--- src/hw/rtl/tdsp_pkg.sv ---
// table database stream parser: shared types and constants
// parse phases, result kinds, error codes, the result record and the magic text
// no dependencies
package tdsp_pkg;

  // header layout
  localparam int unsigned HEADER_BYTES    = 16;
  localparam int unsigned MAGIC_BYTES     = 12;
  localparam logic [31:0] MIN_FILE_LENGTH = 32'd24;

  // register reset values
  localparam logic [16:0] MAX_TABLE_RESET = 17'd100000;
  localparam logic [26:0] MAX_CELL_RESET  = 27'd100000000;

  // configuration register indexes
  localparam logic [1:0] REG_FILE_LENGTH = 2'd0;
  localparam logic [1:0] REG_MAX_TABLES  = 2'd1;
  localparam logic [1:0] REG_MAX_CELLS   = 2'd2;

  localparam logic [7:0] MAGIC_TEXT [MAGIC_BYTES] = '{
    8'h54, 8'h41, 8'h42, 8'h4C, 8'h45, 8'h20,
    8'h44, 8'h41, 8'h54, 8'h41, 8'h20, 8'h56
  };

  typedef enum logic [3:0] {
    PH_MAGIC, PH_SKIP, PH_FLAG, PH_SIZE, PH_COUNT, PH_NUMBER,
    PH_ROWS, PH_COLS, PH_NUMERIC, PH_STRLEN, PH_STRCHAR, PH_END
  } phase_t;

  typedef enum logic [3:0] {
    KIND_NUMBER, KIND_ROWS, KIND_COLS, KIND_NUMERIC, KIND_STRLEN,
    KIND_CHAR, KIND_COUNT, KIND_DONE, KIND_ERROR
  } kind_t;

  typedef enum logic [3:0] {
    ERR_NONE, ERR_MAGIC, ERR_TRUNCATED, ERR_COMPRESSED, ERR_COUNT,
    ERR_HEADER, ERR_CELLS, ERR_NUMERIC, ERR_STRING, ERR_TRAILING
  } err_t;

  typedef struct packed {
    kind_t       kind;
    logic [31:0] value;
    logic [16:0] table_position;
    logic [26:0] cell_position;
    err_t        error_code;
    logic        last;
  } result_t;

endpackage

--- src/hw/rtl/table_database_stream_parser.sv ---
// table database stream parser, top level
// byte-wise parse logic feeding a four-entry result queue
// depends on tdsp_pkg
//
// Accepts one file byte per cycle and returns the parsed items (table count,
// per table its number, rows and columns, numeric cells, string lengths and
// inverted string characters, then done or an error). Each byte goes through
// one combinational pass into the parse registers and a four-entry result
// queue; a byte yields at most two results, so in_ready drops only when the
// queue holds more than two results, and with a draining consumer the block
// takes one byte every cycle. The rows by columns product is accumulated
// byte by byte while the column word arrives, one 27x8 multiply per byte.
// After done or an error every further byte is taken and dropped. Load
// file_length before the first byte.
module table_database_stream_parser (
  input  logic        clk,
  input  logic        rst,
  input  logic        config_write,
  input  logic [1:0]  config_index,
  input  logic [31:0] config_data,
  input  logic        in_valid,
  output logic        in_ready,
  input  logic [7:0]  data_byte,
  output logic        out_valid,
  input  logic        out_ready,
  output logic [3:0]  kind,
  output logic [31:0] value,
  output logic [16:0] table_position,
  output logic [26:0] cell_position,
  output logic [3:0]  error_code,
  output logic        last
);

  localparam int unsigned DEPTH = 4;

  // configuration registers
  logic [31:0] file_length;
  logic [16:0] max_table_count;
  logic [26:0] max_cell_count;

  // parse state
  tdsp_pkg::phase_t parse_phase, parse_phase_next;
  logic [3:0]  byte_position, byte_position_next;
  logic [31:0] word_assembler, word_assembler_next;
  logic [1:0]  byte_in_word, byte_in_word_next;
  logic [31:0] payload_left, payload_left_next;
  logic [16:0] tables_left, tables_left_next;
  logic [30:0] row_count_held, row_count_held_next;
  logic [26:0] cells_left, cells_left_next;
  logic [31:0] string_bytes_left, string_bytes_left_next;
  logic [16:0] table_counter, table_counter_next;
  logic [26:0] cell_counter, cell_counter_next;
  logic        failed, failed_next;
  logic [26:0] product, product_next;
  logic        product_big, product_big_next;

  // result queue
  tdsp_pkg::result_t queue [DEPTH];
  logic [1:0] wr_ptr, rd_ptr;
  logic [2:0] fill;
  tdsp_pkg::result_t res0, res1;
  logic [1:0] n_push;
  logic       accept, pop;

  assign in_ready = (fill < 3'd3);
  assign accept   = in_valid && in_ready;
  assign out_valid = (fill != 3'd0);
  assign pop      = out_valid && out_ready;

  // configuration writes
  always_ff @(posedge clk) begin
    if (rst) begin
      file_length     <= '0;
      max_table_count <= tdsp_pkg::MAX_TABLE_RESET;
      max_cell_count  <= tdsp_pkg::MAX_CELL_RESET;
    end else if (config_write) begin
      case (config_index)
        tdsp_pkg::REG_FILE_LENGTH: file_length     <= config_data;
        tdsp_pkg::REG_MAX_TABLES:  max_table_count <= config_data[16:0];
        tdsp_pkg::REG_MAX_CELLS:   max_cell_count  <= config_data[26:0];
        default: ;
      endcase
    end
  end

  // one byte through the parser
  always_comb begin
    tdsp_pkg::result_t r [2];
    logic [1:0]  n;
    logic [31:0] pl, w, avail;
    logic [34:0] term;
    logic [59:0] sum;
    logic        do_fail, do_next_string, do_end_table, do_begin_table, word_full;
    tdsp_pkg::err_t code;

    r[0] = '0;
    r[1] = '0;
    n = '0;
    pl = payload_left;
    w = '0;
    avail = '0;
    term = '0;
    sum = '0;
    do_fail = 1'b0;
    do_next_string = 1'b0;
    do_end_table = 1'b0;
    do_begin_table = 1'b0;
    word_full = 1'b0;
    code = tdsp_pkg::ERR_NONE;

    parse_phase_next       = parse_phase;
    byte_position_next     = byte_position;
    word_assembler_next    = word_assembler;
    byte_in_word_next      = byte_in_word;
    tables_left_next       = tables_left;
    row_count_held_next    = row_count_held;
    cells_left_next        = cells_left;
    string_bytes_left_next = string_bytes_left;
    table_counter_next     = table_counter;
    cell_counter_next      = cell_counter;
    failed_next            = failed;
    product_next           = product;
    product_big_next       = product_big;

    if (accept && parse_phase != tdsp_pkg::PH_END) begin
      byte_position_next = byte_position + 4'd1;
      if (parse_phase >= tdsp_pkg::PH_COUNT && pl != '0) begin
        pl = pl - 32'd1;
      end

      case (parse_phase)
        tdsp_pkg::PH_MAGIC: begin
          if ((byte_position == '0 && file_length < tdsp_pkg::MIN_FILE_LENGTH) ||
              data_byte != tdsp_pkg::MAGIC_TEXT[byte_position]) begin
            do_fail = 1'b1;
            code = tdsp_pkg::ERR_MAGIC;
          end else if (byte_position == 4'(tdsp_pkg::MAGIC_BYTES - 1)) begin
            parse_phase_next = tdsp_pkg::PH_SKIP;
          end
        end
        tdsp_pkg::PH_SKIP: begin
          if (byte_position == 4'(tdsp_pkg::HEADER_BYTES - 1)) begin
            parse_phase_next = tdsp_pkg::PH_FLAG;
            word_assembler_next = '0;
            byte_in_word_next = '0;
          end
        end
        tdsp_pkg::PH_STRCHAR: begin
          r[n[0]] = '{tdsp_pkg::KIND_CHAR, {24'd0, ~data_byte}, table_counter,
                      cell_counter, tdsp_pkg::ERR_NONE, 1'b0};
          n = n + 2'd1;
          string_bytes_left_next = string_bytes_left - 32'd1;
          if (string_bytes_left_next == '0) do_next_string = 1'b1;
        end
        default: begin
          // little-endian word assembly
          w = word_assembler | ({24'd0, data_byte} << {byte_in_word, 3'b000});
          // running rows by columns product while the column word arrives
          if (parse_phase == tdsp_pkg::PH_COLS) begin
            term = row_count_held[26:0] * data_byte;
            sum = {33'd0, product} + ({25'd0, term} << {byte_in_word, 3'b000});
            product_next = sum[26:0];
            product_big_next = product_big || (sum[59:27] != '0) ||
                               (row_count_held[30:27] != '0 && data_byte != '0);
          end
          if (byte_in_word != 2'd3) begin
            word_assembler_next = w;
            byte_in_word_next = byte_in_word + 2'd1;
          end else begin
            word_assembler_next = '0;
            byte_in_word_next = '0;
            word_full = 1'b1;
          end
        end
      endcase

      // complete word
      if (word_full) begin
        case (parse_phase)
          tdsp_pkg::PH_FLAG: begin
            if (w != '0) begin
              do_fail = 1'b1;
              code = tdsp_pkg::ERR_COMPRESSED;
            end else begin
              parse_phase_next = tdsp_pkg::PH_SIZE;
            end
          end
          tdsp_pkg::PH_SIZE: begin
            avail = (file_length >= tdsp_pkg::MIN_FILE_LENGTH) ?
                    file_length - tdsp_pkg::MIN_FILE_LENGTH : '0;
            if (w > avail) begin
              do_fail = 1'b1;
              code = tdsp_pkg::ERR_TRUNCATED;
            end else begin
              pl = w;
              if (pl < 32'd4) begin
                do_fail = 1'b1;
                code = tdsp_pkg::ERR_COUNT;
              end else begin
                parse_phase_next = tdsp_pkg::PH_COUNT;
              end
            end
          end
          tdsp_pkg::PH_COUNT: begin
            if (w[31] || w > {15'd0, max_table_count}) begin
              do_fail = 1'b1;
              code = tdsp_pkg::ERR_COUNT;
            end else begin
              r[n[0]] = '{tdsp_pkg::KIND_COUNT, w, 17'd0, 27'd0, tdsp_pkg::ERR_NONE, 1'b0};
              n = n + 2'd1;
              tables_left_next = w[16:0];
              table_counter_next = '0;
              do_begin_table = 1'b1;
            end
          end
          tdsp_pkg::PH_NUMBER: begin
            r[n[0]] = '{tdsp_pkg::KIND_NUMBER, w, table_counter, 27'd0,
                        tdsp_pkg::ERR_NONE, 1'b0};
            n = n + 2'd1;
            if (pl < 32'd4) begin
              do_fail = 1'b1;
              code = tdsp_pkg::ERR_HEADER;
            end else begin
              parse_phase_next = tdsp_pkg::PH_ROWS;
            end
          end
          tdsp_pkg::PH_ROWS: begin
            if (w[31]) begin
              do_fail = 1'b1;
              code = tdsp_pkg::ERR_HEADER;
            end else begin
              row_count_held_next = w[30:0];
              product_next = '0;
              product_big_next = 1'b0;
              r[n[0]] = '{tdsp_pkg::KIND_ROWS, w, table_counter, 27'd0,
                          tdsp_pkg::ERR_NONE, 1'b0};
              n = n + 2'd1;
              if (pl < 32'd4) begin
                do_fail = 1'b1;
                code = tdsp_pkg::ERR_HEADER;
              end else begin
                parse_phase_next = tdsp_pkg::PH_COLS;
              end
            end
          end
          tdsp_pkg::PH_COLS: begin
            if (w[31]) begin
              do_fail = 1'b1;
              code = tdsp_pkg::ERR_HEADER;
            end else if (product_big_next || product_next > max_cell_count ||
                         {3'd0, product_next} > pl[31:2]) begin
              do_fail = 1'b1;
              code = tdsp_pkg::ERR_CELLS;
            end else begin
              r[n[0]] = '{tdsp_pkg::KIND_COLS, w, table_counter, 27'd0,
                          tdsp_pkg::ERR_NONE, 1'b0};
              n = n + 2'd1;
              cell_counter_next = '0;
              cells_left_next = product_next;
              if (product_next == '0) begin
                do_end_table = 1'b1;
              end else begin
                parse_phase_next = tdsp_pkg::PH_NUMERIC;
              end
            end
          end
          tdsp_pkg::PH_NUMERIC: begin
            r[n[0]] = '{tdsp_pkg::KIND_NUMERIC, w, table_counter, cell_counter,
                        tdsp_pkg::ERR_NONE, 1'b0};
            n = n + 2'd1;
            cell_counter_next = cell_counter + 27'd1;
            cells_left_next = cells_left - 27'd1;
            if (cells_left_next == '0) begin
              cells_left_next = cell_counter_next;
              cell_counter_next = '0;
              if (pl < 32'd4) begin
                do_fail = 1'b1;
                code = tdsp_pkg::ERR_STRING;
              end else begin
                parse_phase_next = tdsp_pkg::PH_STRLEN;
              end
            end
          end
          tdsp_pkg::PH_STRLEN: begin
            if (w > pl) begin
              do_fail = 1'b1;
              code = tdsp_pkg::ERR_STRING;
            end else begin
              r[n[0]] = '{tdsp_pkg::KIND_STRLEN, w, table_counter, cell_counter,
                          tdsp_pkg::ERR_NONE, 1'b0};
              n = n + 2'd1;
              if (w == '0) begin
                do_next_string = 1'b1;
              end else begin
                string_bytes_left_next = w;
                parse_phase_next = tdsp_pkg::PH_STRCHAR;
              end
            end
          end
          default: parse_phase_next = tdsp_pkg::PH_END;
        endcase
      end

      // advance to the next string
      if (do_next_string) begin
        cell_counter_next = cell_counter_next + 27'd1;
        cells_left_next = cells_left_next - 27'd1;
        if (cells_left_next == '0) begin
          do_end_table = 1'b1;
        end else if (pl < 32'd4) begin
          do_fail = 1'b1;
          code = tdsp_pkg::ERR_STRING;
        end else begin
          parse_phase_next = tdsp_pkg::PH_STRLEN;
        end
      end

      // close the table
      if (do_end_table) begin
        tables_left_next = tables_left_next - 17'd1;
        table_counter_next = table_counter_next + 17'd1;
        cell_counter_next = '0;
        do_begin_table = 1'b1;
      end

      // open the next table or finish
      if (do_begin_table) begin
        if (tables_left_next == '0) begin
          parse_phase_next = tdsp_pkg::PH_END;
          if (pl != '0) begin
            do_fail = 1'b1;
            code = tdsp_pkg::ERR_TRAILING;
          end else begin
            r[n[0]] = '{tdsp_pkg::KIND_DONE, 32'd0, table_counter_next, 27'd0,
                        tdsp_pkg::ERR_NONE, 1'b1};
            n = n + 2'd1;
          end
        end else begin
          cell_counter_next = '0;
          if (pl < 32'd4) begin
            do_fail = 1'b1;
            code = tdsp_pkg::ERR_HEADER;
          end else begin
            parse_phase_next = tdsp_pkg::PH_NUMBER;
          end
        end
      end

      // error ends the parse
      if (do_fail) begin
        failed_next = 1'b1;
        parse_phase_next = tdsp_pkg::PH_END;
        r[n[0]] = '{tdsp_pkg::KIND_ERROR, 32'd0, table_counter_next, cell_counter_next,
                    code, 1'b1};
        n = n + 2'd1;
      end
    end

    payload_left_next = pl;
    res0 = r[0];
    res1 = r[1];
    n_push = n;
  end

  // parse registers
  always_ff @(posedge clk) begin
    if (rst) begin
      parse_phase       <= tdsp_pkg::PH_MAGIC;
      byte_position     <= '0;
      word_assembler    <= '0;
      byte_in_word      <= '0;
      payload_left      <= '0;
      tables_left       <= '0;
      row_count_held    <= '0;
      cells_left        <= '0;
      string_bytes_left <= '0;
      table_counter     <= '0;
      cell_counter      <= '0;
      failed            <= 1'b0;
      product           <= '0;
      product_big       <= 1'b0;
    end else begin
      parse_phase       <= parse_phase_next;
      byte_position     <= byte_position_next;
      word_assembler    <= word_assembler_next;
      byte_in_word      <= byte_in_word_next;
      payload_left      <= payload_left_next;
      tables_left       <= tables_left_next;
      row_count_held    <= row_count_held_next;
      cells_left        <= cells_left_next;
      string_bytes_left <= string_bytes_left_next;
      table_counter     <= table_counter_next;
      cell_counter      <= cell_counter_next;
      failed            <= failed_next;
      product           <= product_next;
      product_big       <= product_big_next;
    end
  end

  // result queue payload
  always_ff @(posedge clk) begin
    if (n_push != '0) queue[wr_ptr] <= res0;
    if (n_push == 2'd2) queue[wr_ptr + 2'd1] <= res1;
  end

  // result queue pointers
  always_ff @(posedge clk) begin
    if (rst) begin
      wr_ptr <= '0;
      rd_ptr <= '0;
      fill   <= '0;
    end else begin
      wr_ptr <= wr_ptr + n_push;
      if (pop) rd_ptr <= rd_ptr + 2'd1;
      fill <= fill + {1'b0, n_push} - {2'd0, pop};
    end
  end

  // output fields
  assign kind           = queue[rd_ptr].kind;
  assign value          = queue[rd_ptr].value;
  assign table_position = queue[rd_ptr].table_position;
  assign cell_position  = queue[rd_ptr].cell_position;
  assign error_code     = queue[rd_ptr].error_code;
  assign last           = queue[rd_ptr].last;

  // queue never overfills
  assert property (@(posedge clk) disable iff (rst) fill <= 3'(DEPTH))
    else $error("result queue overfilled");

  // nothing is produced once the parse has ended
  assert property (@(posedge clk) disable iff (rst)
    parse_phase == tdsp_pkg::PH_END |-> n_push == '0)
    else $error("result after end of parse");

  // a final result always leaves the parser ended
  assert property (@(posedge clk) disable iff (rst)
    (n_push != '0 && ((n_push == 2'd1 && res0.last) || (n_push == 2'd2 && res1.last)))
    |=> parse_phase == tdsp_pkg::PH_END)
    else $error("final result without end of parse");

  // an error result implies the failed flag follows
  assert property (@(posedge clk) disable iff (rst)
    (n_push != '0 && (res0.kind == tdsp_pkg::KIND_ERROR ||
                      (n_push == 2'd2 && res1.kind == tdsp_pkg::KIND_ERROR)))
    |=> failed)
    else $error("error result without failed flag");

endmodule

--- config.mk ---
export PLATFORM = sky130hd
export DESIGN_NAME = table_database_stream_parser
export DESIGN_NICKNAME = d
export VERILOG_FILES = /design/src/hw/rtl/tdsp_pkg.sv /design/src/hw/rtl/table_database_stream_parser.sv
export SDC_FILE = /design/constraint.sdc
export NUM_CORES = 2
export LEC_CHECK = 0
export BUFFER_PORTS_ARGS = -buffer_cell sky130_fd_sc_hd__buf_2
export CAP_MARGIN = 20
export CORE_ASPECT_RATIO = 0.8
export CORE_MARGIN = 2
export CORE_UTILIZATION = 40
export CTS_BUF_LIST = sky130_fd_sc_hd__clkbuf_16
export CTS_CLUSTER_SIZE = 30
export DETAILED_ROUTE_END_ITERATION = 10
export SKIP_CTS_REPAIR_TIMING = 1
export SLEW_MARGIN = 30
export SYNTH_ARGS = -nofsm -noshare
export SYNTH_HDL_FRONTEND = slang
export SYNTH_SLANG_ARGS = --single-unit
--- constraint.sdc ---
create_clock -name clk -period 21.3 [get_ports clk]
set_input_delay 1.065 -clock clk [delete_from_list [all_inputs] [get_ports clk]]
set_output_delay 1.065 -clock clk [all_outputs]
set_load 0.02 [all_outputs]
==> flow_summary_export.csv <==
group,metric,value,unit
pwr,power_switching,2.49,mW
global_routing,grt_use_met1,0.402,
global_routing,grt_pass1_wl,279,mm
place,port_buffers,133,
synthesis,synth_ff_type,"edfxtp_1",
cts,h-tree-depth,3,
timing,drv_slew,0,
final_layout,fillers,12800,
setup_path,critPathKind,"input pin to register",
cts,cts_inserted_buffers,73,
global_routing,antenna_found_initial,14,
routing,drt-pass1-iter-count,6,
final_layout,seqCellArea,17000,um2
pwr,combPwrFrac,0.479,
die,core_area,131000,um2
setup_path,cp_slowest_stage_delay,730,ps
synthesis,yosysWarnings,0,
routing,drcViolationCount,0,
timing,max_freq,50.0,MHz
final_layout,syn_to_final_growth,9.45,%
die,fp-row-count,119,
final_layout,layout_common_cells,"nand2_1, nor2_1, a21oi_1",
final_layout,nets,6520,
hold_path,holdPathStages,2,
global_routing,grtUsageTotal,0.266,
die,start_util,0.402,
global_routing,grt_util_met3,0.0510,
synthesis,yosysSeqAreaShare,0.322,
timing,setup_viol,0,
cts,insertion_delay,660,ps
final_layout,final_common_cell,"nand2_1",
cts,cts_buffer_depth,3,
final_layout,drive_above_1_share,0.0960,
setup_path,r2r_slack,1830,ps
die,fp.dieW,410,um
timing,fin_crit,19990,ps
routing,drt_iter0_drc,5713,
setup_path,cp.required,21690,ps
global_routing,busiest_layer,"met1",
timing,max_slew_margin,0.243,
setup_path,rr_worst_depth,65,
status,outcome,"complete, no violations",
setup_path,path_max_fanout,43,
die,die_height,329,um
synthesis,syn_nets,6570,
synthesis,syn_inst,6117,
place,preCtsSetupSlack,1050,ps
timing,fin_crit_sh,0.938,
synthesis,syn-mean-instance-area,8.62,um2
pwr,p_seq_frac,0.286,
cts,clock-root-buffer,"clkbuf_16",
setup_path,cp_data_arrival_time,20380,ps
timing,hold-worst-slack,455,ps
place,gp_congestion,1.03,
setup_path,cp_slowest_cell,"a41o_1",
timing,skew,31.4,ps
setup_path,r2r-start,"row_count_held[8]",
pwr,irDropWorstVdd,0.000116,V
cts,clkSlewWorstSetupHoldPaths,60,ps
global_routing,grt-ovfl-total,0,
hold_path,hp-class,"register to register",
cts,clock-sinks,678,
die,ios,134,
routing,dr_total_vias,47600,
die,die_area,135000,um2
global_routing,grt_start_max_net_pins,186,
place,dpl.hpwl,134,mm
routing,vias_per_cell,6.04,
routing,ant_nets,0,
pwr,p_int,3.16,mW
pwr,p_leak,21.7,nW
routing,drt_wl_total,184,mm
cts,cts_tree,"yes",
synthesis,synthArstFlopShare,0,
synthesis,synth_edf_count,340,
setup_path,end_kind,"register",
pwr,pwr-share-clk,0.235,
global_routing,grtUsageMet2,0.382,
timing,rsz0062_at_grt,"false",
setup_path,cpMostUsedCell,"inv_1",
timing,setup_ws,1310,ps
synthesis,syn_area,52700,um2
global_routing,grt_pass1_vias,44500,
synthesis,synth-seq-cells,678,
setup_path,worstReg2RegEnd,"queue[2][45]",
setup_path,cp-startpoint,"data_byte[2]",
timing,hold_viol_final,0,
timing,worst_slew_pin_slew,1120,ps
final_layout,multi_input_area,33200,um2
synthesis,synthDistinctLibCells,114,
run,drv_cap,0,
setup_path,startpoint_type,"input pin",
pwr,sw_frac_of_total,0.441,
routing,wire_per_inst,23.4,um
pwr,p_per_area,98.0,nW/um2
setup_path,endpoint,"queue[2][45]",
==> stage by stage <==
stage / TNS (ps) / area (um2) / total power [mW] / utilization / instances
3_3_place_gp: 0 / 55200 / 4.22 / 0.421 / 7743
6_report: 0 / 57700 / 5.66 / 0.440 / 7881
2_1_floorplan: -229800 / 52700 / 3.41 / - / 6117
3_5_place_dp: 0 / 55200 / 4.26 / 0.421 / 7743
4_1_cts: 0 / 57600 / 5.59 / 0.439 / 7876
5_1_grt: 0 / 57700 / 5.94 / 0.440 / 7879
==> worst max-delay path: cells and delay by family <==
kind	cells	cell delay (ps)
adder cells (fa/ha/maj)	9	3830
AO/OA/AOI/OAI	29	7690
AND/OR/NAND/NOR	14	3600
buffers and inverters	10	2600
multiplexers	3	820
XOR/XNOR	2	680
==> flip-flops by register name, indices dropped and copies added (netlist names), 31 cells and up, named ones only <==
register           cells
queue                340
file_length           32
payload_left          32
string_bytes_left     32
word_assembler        32
row_count_held        31
==> layer usage <==
layer / vias to the layer above / share of wire / routed length (um)
met2: 2187 / 0.42 / 76500
met1: 23200 / 0.46 / 84400
met3: 297 / 0.097 / 17900
met5: - / 0.00043 / 80
met4: 12 / 0.029 / 5270
li1: 21800 / - / -
==> cells in the mapped netlist, types with 41 or more instances <==
master	n	share of area
xor2_1	77	0.013
nor2_1	621	0.044
and2_1	223	0.026
nand2b_1	41	0.0049
a22oi_1	72	0.010
edfxtp_1	340	0.19
inv_1	294	0.021
mux4_2	85	0.036
and3_1	43	0.0051
nand3_1	179	0.017
clkbuf_1	285	0.020
buf_2	45	0.0043
nand2_1	785	0.056
o22ai_1	45	0.0053
a21oi_1	513	0.049
o21a_1	52	0.0074
nor4_1	74	0.0088
o211ai_1	53	0.0075
a21o_1	49	0.0070
o21ai_0	223	0.021
nand4_1	98	0.012
mux2i_1	239	0.045
fa_1	152	0.058
a211oi_1	53	0.0075
nor3_1	128	0.012
dfxtp_1	338	0.13
xnor2_1	146	0.024
ha_1	254	0.060
==> cells by family after synthesis <==
logic type | Yosys count | synth area share
flip-flops | 678 | 0.322
adder cells (fa/ha/maj) | 406 | 0.118
AO/OA/AOI/OAI | 1364 | 0.166
multiplexers | 344 | 0.0859
buffers and inverters | 685 | 0.0513
XOR/XNOR | 225 | 0.0379
AND/OR/NAND/NOR | 2415 | 0.219
==> worst min-delay path by stage <==
stage	start	endpoint	slack [ps]
finish	max_table_count[6]	max_table_count[6]	450
detailed placement	tables_left[1]	tables_left[1]	440
global route	max_cell_count[11]	max_cell_count[11]	470
global placement	tables_left[1]	tables_left[1]	440
CTS	tables_left[1]	tables_left[1]	450
floorplan	tables_left[4]	tables_left[4]	430
==> power groups by stage <==
| stage | sequential [mW] | clock [mW] | combinational (mW) |
|---|---|---|---|
| detailed placement | 1.64 | 0 | 2.61 |
| global route | 1.63 | 1.40 | 2.91 |
| floorplan | 1.60 | 0 | 1.81 |
| finish | 1.62 | 1.33 | 2.71 |
| global placement | 1.64 | 0 | 2.58 |
| CTS | 1.62 | 1.35 | 2.63 |
==> area by class of cell <==
| cell class | instances | area share |
|---|---|---|
| clock inverter | 59 | 0.00984 |
| antenna | 2 | 0.0000867 |
| inverter | 299 | 0.0194 |
| timing repair buffer | 261 | 0.0305 |
| tap | 1754 | 0.0380 |
| clock buffer | 74 | 0.0321 |
| multi-input combinational | 4754 | 0.576 |
| sequential | 678 | 0.294 |
Note: power is estimated with default switching activity, not from simulation.
